--- src/rtl/irclp_pkg.sv ---
`timescale 1ns / 1ps
// Shared types and constants for the IRC line parser.
// No dependencies; imported by every module of the block.
package irclp_pkg;

   // Parser phases, one-hot.
   typedef enum logic [7:0] {
      PH_START   = 8'b0000_0001,
      PH_PING    = 8'b0000_0010,
      PH_SKIP    = 8'b0000_0100,
      PH_PREFIX  = 8'b0000_1000,
      PH_COMMAND = 8'b0001_0000,
      PH_TARGET  = 8'b0010_0000,
      PH_COLON   = 8'b0100_0000,
      PH_TEXT    = 8'b1000_0000
   } phase_type;

   // Prefix kinds
   localparam logic [1:0] PFX_NONE   = 2'd0;
   localparam logic [1:0] PFX_SERVER = 2'd1;
   localparam logic [1:0] PFX_USER   = 2'd2;

   // Command kinds
   localparam logic [3:0] CMD_UNKNOWN = 4'd0;
   localparam logic [3:0] CMD_NUMERIC = 4'd1;
   localparam logic [3:0] CMD_JOIN    = 4'd2;
   localparam logic [3:0] CMD_PART    = 4'd3;
   localparam logic [3:0] CMD_NICK    = 4'd4;
   localparam logic [3:0] CMD_KICK    = 4'd5;
   localparam logic [3:0] CMD_TOPIC   = 4'd6;
   localparam logic [3:0] CMD_NOTICE  = 4'd7;
   localparam logic [3:0] CMD_PRIVMSG = 4'd8;

   // Characters
   localparam logic [7:0] ASCII_CR    = 8'h0D;
   localparam logic [7:0] ASCII_LF    = 8'h0A;
   localparam logic [7:0] ASCII_SPACE = 8'h20;
   localparam logic [7:0] ASCII_BANG  = 8'h21;  // '!'
   localparam logic [7:0] ASCII_AT    = 8'h40;  // '@'
   localparam logic [7:0] ASCII_COLON = 8'h3A;  // ':'
   localparam logic [7:0] ASCII_ZERO  = 8'h30;
   localparam logic [7:0] ASCII_NINE  = 8'h39;
   localparam logic [7:0] ASCII_P     = 8'h50;
   localparam logic [7:0] ASCII_I     = 8'h49;
   localparam logic [7:0] ASCII_N     = 8'h4E;
   localparam logic [7:0] ASCII_G     = 8'h47;

   // PING is matched once this many characters agree
   localparam logic [2:0] PING_DONE = 3'd4;

   // Command words, first character in the low byte, zero padded to 7 bytes.
   localparam logic [55:0] WORD_JOIN    = 56'h0000004E494F4A;  // JOIN
   localparam logic [55:0] WORD_PART    = 56'h00000054524150;  // PART
   localparam logic [55:0] WORD_NICK    = 56'h0000004B43494E;  // NICK
   localparam logic [55:0] WORD_KICK    = 56'h0000004B43494B;  // KICK
   localparam logic [55:0] WORD_TOPIC   = 56'h00004349504F54;  // TOPIC
   localparam logic [55:0] WORD_NOTICE  = 56'h00454349544F4E;  // NOTICE
   localparam logic [55:0] WORD_PRIVMSG = 56'h47534D56495250;  // PRIVMSG

   localparam int CMD_BYTES = 7;

   // One parsed line record. Declared high field first so that the
   // flattened bits run prefix_kind upward from bit 0.
   typedef struct packed {
      logic       is_ping;
      logic [8:0] text_len;
      logic [8:0] text_start;
      logic [8:0] target_len;
      logic [8:0] target_start;
      logic [9:0] reply_code;
      logic [3:0] command_kind;
      logic [8:0] host_len;
      logic [8:0] user_len;
      logic [8:0] name_len;
      logic [1:0] prefix_kind;
   } rec_type;

endpackage

--- src/rtl/irclp_parser.sv ---
`timescale 1ns / 1ps
// Byte-at-a-time IRC line parser: phase machine, offset counters, command classifier.
// Depends on irclp_pkg.
module irclp_parser #(
   parameter int MAX_LINE = 512
) (
   input  logic              clock,
   input  logic              reset,
   input  logic              in_accept,
   input  logic [7:0]        in_byte,
   input  logic              in_last,
   output logic              rec_valid,
   output irclp_pkg::rec_type rec
);
   import irclp_pkg::*;

   localparam int POS_CAP_I = (MAX_LINE - 1 > 511) ? 511 : MAX_LINE - 1;
   localparam logic [8:0] POS_CAP = 9'(POS_CAP_I);

   phase_type   phase_ff, phase_in;
   logic [8:0]  line_pos_ff, line_pos_in;
   logic [8:0]  seg_ff, seg_in;
   logic [1:0]  pfx_ff, pfx_in;
   logic [8:0]  nick_ff, nick_in;
   logic [8:0]  user_ff, user_in;
   logic [8:0]  host_ff, host_in;
   logic [55:0] chars_ff, chars_in;
   logic [3:0]  count_ff, count_in;
   logic [3:0]  kind_ff, kind_in;
   logic [9:0]  numeric_ff, numeric_in;
   logic        param_ff, param_in;
   logic [8:0]  tgt_start_ff, tgt_start_in;
   logic [8:0]  tgt_len_ff, tgt_len_in;
   logic        cr_ff, cr_in;
   logic [2:0]  ping_ff, ping_in;

   logic [8:0]  pos, nxt, text_end;
   logic        lf_end, finish, emit, emit_ping, pm;
   logic [7:0]  ping_expect;
   logic        digits;
   logic [3:0]  dig0, dig1, dig2;
   logic [3:0]  class_kind;
   logic [9:0]  class_value;

   assign pos    = line_pos_ff;
   assign nxt    = (pos >= POS_CAP) ? POS_CAP : pos + 9'd1;
   assign lf_end = (in_byte == ASCII_LF) && cr_ff;

   always_comb begin
      case (ping_ff)
         3'd1:    ping_expect = ASCII_I;
         3'd2:    ping_expect = ASCII_N;
         default: ping_expect = ASCII_G;
      endcase
   end

   // Command classification at the space that ends the command
   assign dig0 = 4'(chars_ff[7:0]   - ASCII_ZERO);
   assign dig1 = 4'(chars_ff[15:8]  - ASCII_ZERO);
   assign dig2 = 4'(chars_ff[23:16] - ASCII_ZERO);
   assign digits = (count_ff == 4'd3)
      && chars_ff[7:0]   >= ASCII_ZERO && chars_ff[7:0]   <= ASCII_NINE
      && chars_ff[15:8]  >= ASCII_ZERO && chars_ff[15:8]  <= ASCII_NINE
      && chars_ff[23:16] >= ASCII_ZERO && chars_ff[23:16] <= ASCII_NINE;

   always_comb begin
      class_value = '0;
      if (digits) begin
         class_kind  = CMD_NUMERIC;
         class_value = 10'(dig0) * 10'd100 + 10'(dig1) * 10'd10 + 10'(dig2);
      end else if (count_ff == 4'd4 && chars_ff == WORD_JOIN)    class_kind = CMD_JOIN;
      else if (count_ff == 4'd4 && chars_ff == WORD_PART)        class_kind = CMD_PART;
      else if (count_ff == 4'd4 && chars_ff == WORD_NICK)        class_kind = CMD_NICK;
      else if (count_ff == 4'd4 && chars_ff == WORD_KICK)        class_kind = CMD_KICK;
      else if (count_ff == 4'd5 && chars_ff == WORD_TOPIC)       class_kind = CMD_TOPIC;
      else if (count_ff == 4'd6 && chars_ff == WORD_NOTICE)      class_kind = CMD_NOTICE;
      else if (count_ff == 4'd7 && chars_ff == WORD_PRIVMSG)     class_kind = CMD_PRIVMSG;
      else class_kind = CMD_UNKNOWN;
   end

   always_comb begin
      phase_in     = phase_ff;
      line_pos_in  = line_pos_ff;
      seg_in       = seg_ff;
      pfx_in       = pfx_ff;
      nick_in      = nick_ff;
      user_in      = user_ff;
      host_in      = host_ff;
      chars_in     = chars_ff;
      count_in     = count_ff;
      kind_in      = kind_ff;
      numeric_in   = numeric_ff;
      param_in     = param_ff;
      tgt_start_in = tgt_start_ff;
      tgt_len_in   = tgt_len_ff;
      cr_in        = cr_ff;
      ping_in      = ping_ff;
      emit         = 1'b0;
      emit_ping    = 1'b0;
      finish       = 1'b0;
      text_end     = '0;

      if (in_accept) begin
         unique case (phase_ff)
            PH_START: begin
               if (in_byte == ASCII_COLON) begin
                  phase_in = PH_PREFIX;
                  seg_in   = nxt;
               end else if (in_byte == ASCII_P) begin
                  phase_in = PH_PING;
                  ping_in  = 3'd1;
               end else begin
                  phase_in = PH_SKIP;
               end
            end
            PH_PING: begin
               if (in_byte == ping_expect) begin
                  ping_in = ping_ff + 3'd1;
                  if (ping_in == PING_DONE) begin
                     emit_ping = 1'b1;
                     phase_in  = PH_SKIP;
                  end
               end else begin
                  phase_in = PH_SKIP;
               end
            end
            PH_SKIP: begin
            end
            PH_PREFIX: begin
               if (lf_end) begin
                  finish = 1'b1;
               end else if (in_byte == ASCII_SPACE) begin
                  if (pfx_ff == PFX_USER) begin
                     host_in = pos - seg_ff;
                  end else begin
                     nick_in = pos - seg_ff;
                     pfx_in  = PFX_SERVER;
                  end
                  seg_in   = nxt;
                  phase_in = PH_COMMAND;
               end else if (pfx_ff == PFX_USER && in_byte == ASCII_AT) begin
                  user_in = pos - seg_ff;
                  seg_in  = nxt;
               end else if (in_byte == ASCII_BANG) begin
                  nick_in = pos - seg_ff;
                  pfx_in  = PFX_USER;
                  seg_in  = nxt;
               end
            end
            PH_COMMAND: begin
               if (lf_end) begin
                  finish = 1'b1;
               end else if (in_byte == ASCII_SPACE) begin
                  kind_in    = class_kind;
                  numeric_in = class_value;
                  seg_in     = nxt;
                  param_in   = 1'b0;
                  phase_in   = PH_TARGET;
               end else begin
                  for (int i = 0; i < CMD_BYTES; i++) begin
                     if (count_ff == 4'(i)) chars_in[8*i +: 8] = in_byte;
                  end
                  if (count_ff < 4'd8) count_in = count_ff + 4'd1;
               end
            end
            PH_TARGET: begin
               if (lf_end) begin
                  emit     = 1'b1;
                  text_end = '0;
                  finish   = 1'b1;
               end else if (in_byte == ASCII_SPACE) begin
                  tgt_start_in = seg_ff;
                  tgt_len_in   = pos - seg_ff;
                  param_in     = 1'b1;
                  phase_in     = PH_COLON;
               end
            end
            PH_COLON: begin
               seg_in   = (in_byte == ASCII_COLON) ? nxt : pos;
               phase_in = PH_TEXT;
            end
            PH_TEXT: begin
               if (lf_end) begin
                  emit     = 1'b1;
                  text_end = pos - 9'd1;
                  finish   = 1'b1;
               end
            end
            default: begin
               phase_in = PH_START;
            end
         endcase

         // buffer end inside the parameters still reports the line
         if (!finish && in_last) begin
            if (phase_in == PH_COLON) seg_in = nxt;
            if (phase_in == PH_TARGET || phase_in == PH_COLON || phase_in == PH_TEXT) begin
               emit     = 1'b1;
               text_end = nxt;
            end
            finish = 1'b1;
         end
      end

      // record built from the updated line state
      pm = (kind_in == CMD_PRIVMSG) && param_in;
      rec_valid         = emit || emit_ping;
      rec.is_ping       = emit_ping;
      rec.prefix_kind   = emit_ping ? PFX_NONE : pfx_in;
      rec.name_len      = emit_ping ? 9'd0 : nick_in;
      rec.user_len      = emit_ping ? 9'd0 : user_in;
      rec.host_len      = emit_ping ? 9'd0 : host_in;
      rec.command_kind  = emit_ping ? CMD_UNKNOWN : kind_in;
      rec.reply_code    = (!emit_ping && kind_in == CMD_NUMERIC) ? numeric_in : 10'd0;
      rec.target_start  = (!emit_ping && pm) ? tgt_start_in : 9'd0;
      rec.target_len    = (!emit_ping && pm) ? tgt_len_in : 9'd0;
      rec.text_start    = (!emit_ping && pm) ? seg_in : 9'd0;
      rec.text_len      = (!emit_ping && pm && text_end > seg_in) ? text_end - seg_in : 9'd0;

      if (in_accept) begin
         if (finish) begin
            phase_in     = PH_START;
            line_pos_in  = '0;
            seg_in       = '0;
            pfx_in       = PFX_NONE;
            nick_in      = '0;
            user_in      = '0;
            host_in      = '0;
            chars_in     = '0;
            count_in     = '0;
            kind_in      = CMD_UNKNOWN;
            numeric_in   = '0;
            param_in     = 1'b0;
            tgt_start_in = '0;
            tgt_len_in   = '0;
            cr_in        = 1'b0;
            ping_in      = '0;
         end else begin
            line_pos_in = nxt;
            cr_in       = (in_byte == ASCII_CR);
         end
      end
   end

   always_ff @(posedge clock) begin
      if (reset) begin
         phase_ff     <= PH_START;
         line_pos_ff  <= '0;
         seg_ff       <= '0;
         pfx_ff       <= PFX_NONE;
         nick_ff      <= '0;
         user_ff      <= '0;
         host_ff      <= '0;
         chars_ff     <= '0;
         count_ff     <= '0;
         kind_ff      <= CMD_UNKNOWN;
         numeric_ff   <= '0;
         param_ff     <= 1'b0;
         tgt_start_ff <= '0;
         tgt_len_ff   <= '0;
         cr_ff        <= 1'b0;
         ping_ff      <= '0;
      end else begin
         phase_ff     <= phase_in;
         line_pos_ff  <= line_pos_in;
         seg_ff       <= seg_in;
         pfx_ff       <= pfx_in;
         nick_ff      <= nick_in;
         user_ff      <= user_in;
         host_ff      <= host_in;
         chars_ff     <= chars_in;
         count_ff     <= count_in;
         kind_ff      <= kind_in;
         numeric_ff   <= numeric_in;
         param_ff     <= param_in;
         tgt_start_ff <= tgt_start_in;
         tgt_len_ff   <= tgt_len_in;
         cr_ff        <= cr_in;
         ping_ff      <= ping_in;
      end
   end

endmodule

--- src/rtl/irclp_out_buf.sv ---
`timescale 1ns / 1ps
// Two-entry result buffer: output register plus skid register.
// Depends on irclp_pkg.
module irclp_out_buf (
   input  logic               clock,
   input  logic               reset,
   input  logic               in_valid,
   input  irclp_pkg::rec_type in_rec,
   output logic               in_ready,
   output logic               out_valid,
   output irclp_pkg::rec_type out_rec,
   input  logic               out_ready
);
   import irclp_pkg::*;

   logic    main_valid_ff, main_valid_in;
   logic    skid_valid_ff, skid_valid_in;
   rec_type main_ff, main_in;
   rec_type skid_ff, skid_in;
   logic    take;

   assign take      = main_valid_ff && out_ready;
   assign in_ready  = !skid_valid_ff;
   assign out_valid = main_valid_ff;
   assign out_rec   = main_ff;

   always_comb begin
      main_valid_in = main_valid_ff;
      skid_valid_in = skid_valid_ff;
      main_in       = main_ff;
      skid_in       = skid_ff;
      if (skid_valid_ff) begin
         if (take) begin
            main_in       = skid_ff;
            skid_valid_in = 1'b0;
         end
      end else if (in_valid) begin
         if (!main_valid_ff || take) begin
            main_in       = in_rec;
            main_valid_in = 1'b1;
         end else begin
            skid_in       = in_rec;
            skid_valid_in = 1'b1;
         end
      end else if (take) begin
         main_valid_in = 1'b0;
      end
   end

   always_ff @(posedge clock) begin
      if (reset) begin
         main_valid_ff <= 1'b0;
         skid_valid_ff <= 1'b0;
      end else begin
         main_valid_ff <= main_valid_in;
         skid_valid_ff <= skid_valid_in;
      end
      main_ff <= main_in;
      skid_ff <= skid_in;
   end

endmodule

--- src/rtl/irc_line_parser_core.sv ---
`timescale 1ns / 1ps
// Top level of the IRC line parser: byte stream in, one record per parsed line out.
// Depends on irclp_pkg, irclp_parser and irclp_out_buf.

// The core takes one received byte per request on the req_ side, with req_tlast
// marking the last byte of a receive buffer, and sustains one byte per clock
// while req_tready is high. Each byte is folded into the line state in the same
// cycle it is accepted; a record (line summary, or a ping record flagged on
// rsp_tuser) enters the result buffer on the byte that completes it: the G of
// PING, the LF of a CR LF pair or the buffer's last byte while in the parameters.
// Lines starting with neither ':' nor "PING", and lines cut off in the prefix or
// command, give no record. Offsets and lengths count from the start of the line
// and saturate at the smaller of MAX_LINE-1 and 511. Results go through a
// two-entry buffer, so byte intake continues while one record waits; req_tready
// falls only when both entries are held, and is a register output.
module irc_line_parser_core #(
   parameter int MAX_LINE = 512
) (
   input  logic        clock,
   input  logic        reset,
   // request channel
   input  logic        req_tvalid,
   output logic        req_tready,
   input  logic [7:0]  req_tdata,   // [7:0] data_byte
   input  logic        req_tlast,   // buffer_end
   // result channel
   output logic        rsp_tvalid,
   input  logic        rsp_tready,
   // [1:0] prefix_kind, [10:2] name_len, [19:11] user_len, [28:20] host_len,
   // [32:29] command_kind, [42:33] reply_code, [51:43] target_start,
   // [60:52] target_len, [69:61] text_start, [78:70] text_len, [79] zero
   output logic [79:0] rsp_tdata,
   output logic        rsp_tuser    // [0] is_ping
);
   import irclp_pkg::*;

   logic    req_accept;
   logic    rec_valid;
   rec_type rec;
   rec_type out_rec;

   assign req_accept = req_tvalid && req_tready;

   irclp_parser #(
      .MAX_LINE (MAX_LINE)
   ) u_parser (
      .clock     (clock),
      .reset     (reset),
      .in_accept (req_accept),
      .in_byte   (req_tdata),
      .in_last   (req_tlast),
      .rec_valid (rec_valid),
      .rec       (rec)
   );

   irclp_out_buf u_out_buf (
      .clock     (clock),
      .reset     (reset),
      .in_valid  (rec_valid),
      .in_rec    (rec),
      .in_ready  (req_tready),
      .out_valid (rsp_tvalid),
      .out_rec   (out_rec),
      .out_ready (rsp_tready)
   );

   assign rsp_tdata = {1'b0, out_rec.text_len, out_rec.text_start, out_rec.target_len,
                       out_rec.target_start, out_rec.reply_code, out_rec.command_kind,
                       out_rec.host_len, out_rec.user_len, out_rec.name_len,
                       out_rec.prefix_kind};
   assign rsp_tuser = out_rec.is_ping;

endmodule

--- config.mk ---
export PLATFORM = sky130hd
export DESIGN_NAME = irc_line_parser_core
export DESIGN_NICKNAME = d
export VERILOG_FILES = /design/src/rtl/irclp_pkg.sv /design/src/rtl/irclp_parser.sv /design/src/rtl/irclp_out_buf.sv /design/src/rtl/irc_line_parser_core.sv
export SDC_FILE = /design/constraint.sdc
export NUM_CORES = 1
export LEC_CHECK = 0
export BUFFER_PORTS_ARGS = -buffer_cell sky130_fd_sc_hd__buf_2
export CAP_MARGIN = 20
export CORE_UTILIZATION = 41
export CTS_CLUSTER_DIAMETER = 50
export CTS_CLUSTER_SIZE = 20
export DETAILED_ROUTE_END_ITERATION = 16
export GPL_ROUTABILITY_DRIVEN = 0
export SLEW_MARGIN = 30
export SYNTH_ARGS = -nofsm -noshare
export SYNTH_HDL_FRONTEND = slang
export SYNTH_SLANG_ARGS = --single-unit
--- constraint.sdc ---
create_clock -name clock -period 12.15 [get_ports clock]
set_input_delay 1.215 -clock clock [delete_from_list [all_inputs] [get_ports clock]]
set_output_delay 1.215 -clock clock [all_outputs]
set_load 0.05 [all_outputs]
==> impl_results.md, run 1 <==
- Antenna violations before repair: 0
- Flop pwr share: 0.473
- Simple-gate share of the synthesized area: 0.2005
- Yosys warnings: 0
- FILL cells: 3480
- Cell Area, Synth: 15420 sq um
- DP Area: 16130 sq um
- Worst-path clk slew: 0.07 ns
- Compound-Gate Fraction of Synth Area: 0.1233
- DIE WIDTH: 195.9 um
- Most frequent cells in the layout: 235 x nor2_1, 162 x nand2_1, 160 x edfxtp_1
- Clock share of power: 0.505
- Register bit total from synthesis: 314
- Gate Count Post-Synth: 1573
- Async SR Flop Fraction: 0
- P_sw: 496.9 uW
- Iter 0 DRT Violations: 931
- Mux share of post-synthesis cell area: 0.04552
- Sw frac: 0.2126
- Largest net degree at the start of global routing: 100
- Combinational power share: 0.022
- Tcrit/Tclk final: 0.4468
- Clock skew: 0.02304 ns
- Setup TNS: 0 ns
- WL final: 38.17 mm
- Average cell area after synthesis: 9.802 sq um
- Slew Limit Headroom: 0.3312
- I/O pin count: 96
- Multi-input logic area: 6928 sq um
- Drt pass-1 iters: 5
- Crit path capture type: flop
- Vias: 11670
- Post-CTS Resized: 0
- Num rows: 70
- XOR/XNOR Fraction of Synth Area: 0.02045
- Leakage: 6.408 nW
- Most common cell after layout, fill and taps aside: nor2_1
- Antenna violation net count after detailed routing: 0
- Clock buffer depth: 3
- TritonCTS buffer count: 34
- Share of post-route cells with drive strength above 1: 0.1174
- Core ar.: 36790 sq um
- Vias in the first global route: 10880
- FMAX: 184.2 MHz
- Setup Viol. Count Final: 0
- Hold Path Class: flop to flop
- H-tree depth: 2
- Final min period: 5.428 ns
- CTS tree: built
- Die ar.: 38390 sq um
- Unique masters post-synth: 77
- Number of synthesized flops with an enable pin: 160
- Ant diodes: 0
- Peak supply drop: 0.0001105 V
- Mapped Nets: 1652
- P_int: 1.841 mW
- Critical Path RT: 12.50 ns
- Max-Cap Viols: 0
- Largest family of logic cells by synthesized area: simple AND/OR/NAND/NOR gates
- Routed wire length per instance: 18.14 um
- Power density cells: 134.0 nW/um^2
- Cells after DPL: 2041
- Layout area overhead: 13.15%
- Status: complete, no violations
- Setup Buffers After CTS: 0
- Fin area: 17450 sq um
- HPWL after DPL: 26.09 mm
- Setup crit start kind: input pin
- Final Hold Fails: 0
- Worst-path fanout max: 14
- Worst path arrival time: 5.78 ns
- First-pass GRT wire length: 60.53 mm
- Worst-margin pin slew: 1.000 ns
- Nets: 1689
- Vias per inst: 5.546
- Ys flop type: edfxtp_1
- Initial Utilization: 0.4191
- GR Util All Layers: 0.1990
- Clock sink total: 314
- Clock root buffer: clkbuf_16
- Slew Viols, Final: 0
- Post-Layout Cell Count: 2104
- Port-buffer cells: 94
- Residual DRC: 0
- Hold_buf cts: 0
- Sequential cell area: 7891 sq um
- Synth Area in Adders: 0.05697
- Sequential-to-total area share from yosys stat: 0.5116
- Gr ovfl total: 0
- Die Y: 195.9 um
- Critical path type: input pin to flop
- RSZ-0062 raised after global routing: no
- Clk Latency, worst-skew pair: 0.55 ns
[per-stage QoR]
step	util	power, mW	setup WS [ns]	hold slack, ns
2_1_floorplan	-	1.164	4.730	0.4318
3_3_place_gp	0.4382	1.178	6.302	0.4437
3_5_place_dp	0.4384	1.179	6.323	0.4462
4_1_cts	0.4734	2.364	6.859	0.4540
5_1_grt	0.4743	2.407	6.455	0.4804
6_report	0.4743	2.338	6.722	0.4555
[cell usage after synthesis, types with 30 or more instances]
cell type	count	area (sq um)
a21oi_1	101	505.5
buf_2	35	175.2
clkbuf_1	58	217.7
dfxtp_1	154	3083
edfxtp_1	160	4805
ha_1	59	738.2
inv_1	45	168.9
mux2i_1	69	690.7
nand2_1	162	608.1
nand3_1	62	310.3
nor2_1	235	882.1
nor3_1	30	150.1
o31ai_1	74	555.5
[worst paths after layout]
| check | from | to | slack (ns) | cells after the start |
|---|---|---|---|---|
| max | req_tdata[7] | u_out_buf.out_rec[78] | 6.72 | 18 |
| min | u_parser.cr_ff | u_parser.cr_ff | 0.46 | 2 |
| max reg2reg | u_parser.phase_ff[7] | u_out_buf.out_rec[78] | 7.14 | 17 |
| min reg2reg | u_parser.cr_ff | u_parser.cr_ff | 0.46 | 2 |
[registers in the layout, summed over array words and instances (netlist names)]
| name | count |
|---|---|
| u_out_buf.out_rec | 80 |
| u_out_buf.skid_ff | 80 |
| u_parser.chars_ff | 56 |
| u_parser.numeric_ff | 10 |
| u_parser.host_ff | 9 |
| u_parser.line_pos_ff | 9 |
| u_parser.nick_ff | 9 |
| u_parser.seg_ff | 9 |
| u_parser.tgt_len_ff | 9 |
| u_parser.tgt_start_ff | 9 |
| u_parser.user_ff | 9 |
| u_parser.phase_ff | 8 |
| u_parser.count_ff | 4 |
| u_parser.kind_ff | 4 |
| u_parser.ping_ff | 3 |
| u_parser.pfx_ff | 2 |
| u_out_buf.out_valid | 1 |
| u_out_buf.skid_valid_ff | 1 |
| u_parser.cr_ff | 1 |
| u_parser.param_ff | 1 |
[kinds of logic (layout without fill, tap and decap cells)]
family	count (synthesis)	in the layout
mux	70	70
buf+inv	150	213
compound gates	294	294
other cells	1	1
simple gates	642	642
xor+xnor	36	36
flops	314	314
fa+ha+maj	66	66
[power groups by stage]
stage / Clock (mW) / Combinational (mW) / Sequential, mW
floorplan: 0 / 0.0367 / 1.13
global placement: 0 / 0.0498 / 1.13
detailed placement: 0 / 0.0503 / 1.13
CTS: 1.21 / 0.0506 / 1.10
global route: 1.25 / 0.0550 / 1.10
finish: 1.18 / 0.0513 / 1.10
[worst max-delay path, cell delays in order]
cell      delay (ns)
buf_2           0.18
nor3_1          0.55
a31oi_1         0.19
o311ai_0        0.49
o211ai_2        0.33
a22oi_1         0.26
o22ai_1         0.12
a21boi_0        0.37
inv_1           0.10
ha_1            0.20
inv_1           0.10
a21o_1          0.14
a21o_1          0.15
nand3_1         0.10
a31oi_1         0.26
a31oi_2         0.30
or3_1           0.46
o31ai_1         0.24
[per-layer routing]
layer  vias to the layer above  global-route usage  share of wire
li1                       5715                   -              -
met1                      5586              0.2777           0.47
met2                       313              0.3136           0.46
met3                        55             0.03576          0.052
met4                         0             0.06105          0.023
met5                         -                   0              0
[area by class of cell]
class                   instances  area share
clock inverters                21     0.02123
well taps                     468     0.03356
inverters                      45    0.009682
clock buffers                  41     0.05264
repair buffers                106     0.03349
flip-flops and latches        314      0.4523
multi-input cells            1109      0.3971
No activity file was read; power rests on OpenSTA's default activity.
==> run 2: changes to the inputs <==
clock period = 4.7 ns   (was 12.15 ns; I/O delays follow)
==> run 2 against run 1 <==
  * Cell count grew 1.6%
  * Worst setup slack lost 6.4 ns
  * Design area grew 0.78%
  * Global-route usage shrank 0.33 points
  * Sequential share of layout area shrank 0.35 points
  * Utilization grew 0.37 points
  * Sequential power grew to 2.6 times the previous value
  * Largest cell class unchanged
==> impl_results.md, run 2 (synthesized netlist as in run 1, its figures left out) <==
- Port-buffer cells: 94
- Buf/Inv on CP: 1
- Slew Limit Headroom: 0.4393
- CTS tree: built
- Iter 0 DRT Violations: 801
- Crit path cell chain: or4_1 > or3_1 > o311ai_0 > o211ai_2 > buf_4 > a22oi_1 > o22ai_1 > a21boi_0 > ha_1 > a21oi_1 > o21ai_0 > a21oi_1 > xor2_1 > or4_1 > o21ai_1
- P_sw: 1.295 mW
- Largest net degree at the start of global routing: 93
- Hold wc startpoint: rsp_tready
- Clock root buffer: clkbuf_16
- Vias: 11680
- RSZ-0062 raised after global routing: no
- Slew Viols, Final: 0
- Tcrit/Tclk final: 0.9332
- Share of post-route cells with drive strength above 1: 0.1337
- Sequential cell area: 7891 sq um
- Critical path's largest stage delay: 0.62 ns
- Drt pass-1 iters: 6
- Layout area overhead: 14.04%
- Post-Layout Cell Count: 2137
- Setup Buffers After CTS: 0
- Initial Utilization: 0.4191
- Worst-path fanout max: 9
- Final core utilization: 0.4780
- Most frequent cells in the layout: 235 x nor2_1, 162 x nand2_1, 160 x edfxtp_1
- Worst r2r path cells: 15
- Worst path arrival time: 4.77 ns
- WL final: 37.71 mm
- Gr ovfl total: 0
- Reg-to-reg setup timing slack: 0.31 ns
- Setup crit start kind: flop
- Leakage: 6.516 nW
- Most common cell after layout, fill and taps aside: nor2_1
- Final min period: 4.386 ns
- Hold_buf cts: 0
- Antenna violation net count after detailed routing: 0
- Worst-path clk slew: 0.06 ns
- Hold slack final: 0.1723 ns
- R2R Path Start: u_parser.phase_ff[4]
- DP Area: 16420 sq um
- First-pass GRT wire length: 59.93 mm
- WHS Endpoint: u_out_buf.skid_valid_ff
- Nets: 1721
- Num rows: 70
- Post-CTS Resized: 0
- I/O pin count: 96
- FILL cells: 3399
- Tot Pwr: 5.751 mW
- Clock skew: 0.02851 ns
- H-tree depth: 2
- Critical Path RT: 5.08 ns
- Worst-margin pin slew: 0.8410 ns
- Antenna violations before repair: 0
- Crit-path leading delay family: compound AO/OA/AOI/OAI gates
- Slowest stage cell, crit path: or4_1
- Residual DRC: 0
- Worst r2r dst: u_out_buf.out_rec[76]
- Final Hold Fails: 0
- Cells after DPL: 2074
- Core ar.: 36790 sq um
- Max-Cap Viols: 0
- Hold Path Class: input pin to flop
- Flop pwr share: 0.497
- Peak supply drop: 0.0002273 V
- Clock share of power: 0.479
- HPWL after DPL: 26.32 mm
- Combinational power share: 0.024
- Die ar.: 38390 sq um
- Worst slack at placement: 0.2970 ns
- P_int: 4.456 mW
- Setup Viol. Count Final: 0
- Multi-input logic area: 6924 sq um
- Routed wire length per instance: 17.64 um
- Sw frac: 0.2252
- Crit path capture type: flop
- Clock buffer depth: 3
- Clock sink total: 314
- TritonCTS buffer count: 34
- DIE WIDTH: 195.9 um
- Worst setup margin: 0.3141 ns
- Clk Latency, worst-skew pair: 0.55 ns
- FMAX: 228.0 MHz
- Power density cells: 327.1 nW/um^2
- Setup TNS: 0 ns
- GR Util All Layers: 0.1957
- Vias per inst: 5.464
- Die Y: 195.9 um
- Status: complete, no violations
- Hold Path Depth: 2
- Critical path type: flop to flop
- Fin area: 17580 sq um
- Vias in the first global route: 10900
==> run 2: final cells by class <==
type | count | area share
clock inverter | 22 | 0.01388
antenna | 1 | 0.0001423
timing repair buffer | 138 | 0.04839
inverter | 45 | 0.009606
clock buffer | 40 | 0.05209
multi-input combinational | 1109 | 0.3938
sequential | 314 | 0.4488
tap | 468 | 0.03330
==> run 2: metal layers <==
metal	vias up	global-route usage	wire, um
li1	5760	-	-
met1	5559	0.2730	17890
met2	311	0.3170	17370
met3	46	0.03404	1868
met4	0	0.04369	575
met5	-	0	0
==> run 2: power groups by stage <==
stage / registers, mW / logic (mW) / clock network (mW)
2_1_floorplan: 2.91 / 0.0950 / 0
6_report: 2.86 / 0.141 / 2.76
3_5_place_dp: 2.92 / 0.139 / 0
4_1_cts: 2.85 / 0.140 / 2.82
5_1_grt: 2.85 / 0.153 / 2.93
3_3_place_gp: 2.92 / 0.138 / 0
==> run 2: worst max-delay path by stage <==
stage                         startpoint                     to  slack [ns]  cells past startpoint
finish              u_parser.phase_ff[4]  u_out_buf.out_rec[76]        0.31                     15
global route        u_parser.phase_ff[4]  u_out_buf.out_rec[72]        0.02                     18
CTS                 u_parser.phase_ff[4]  u_out_buf.out_rec[78]        0.34                     17
detailed placement          req_tdata[0]  u_out_buf.out_rec[78]        0.30                     19
global placement            req_tdata[0]  u_out_buf.out_rec[76]        0.37                     17
floorplan                   req_tdata[7]   u_out_buf.skid_ff[0]        0.18                      9
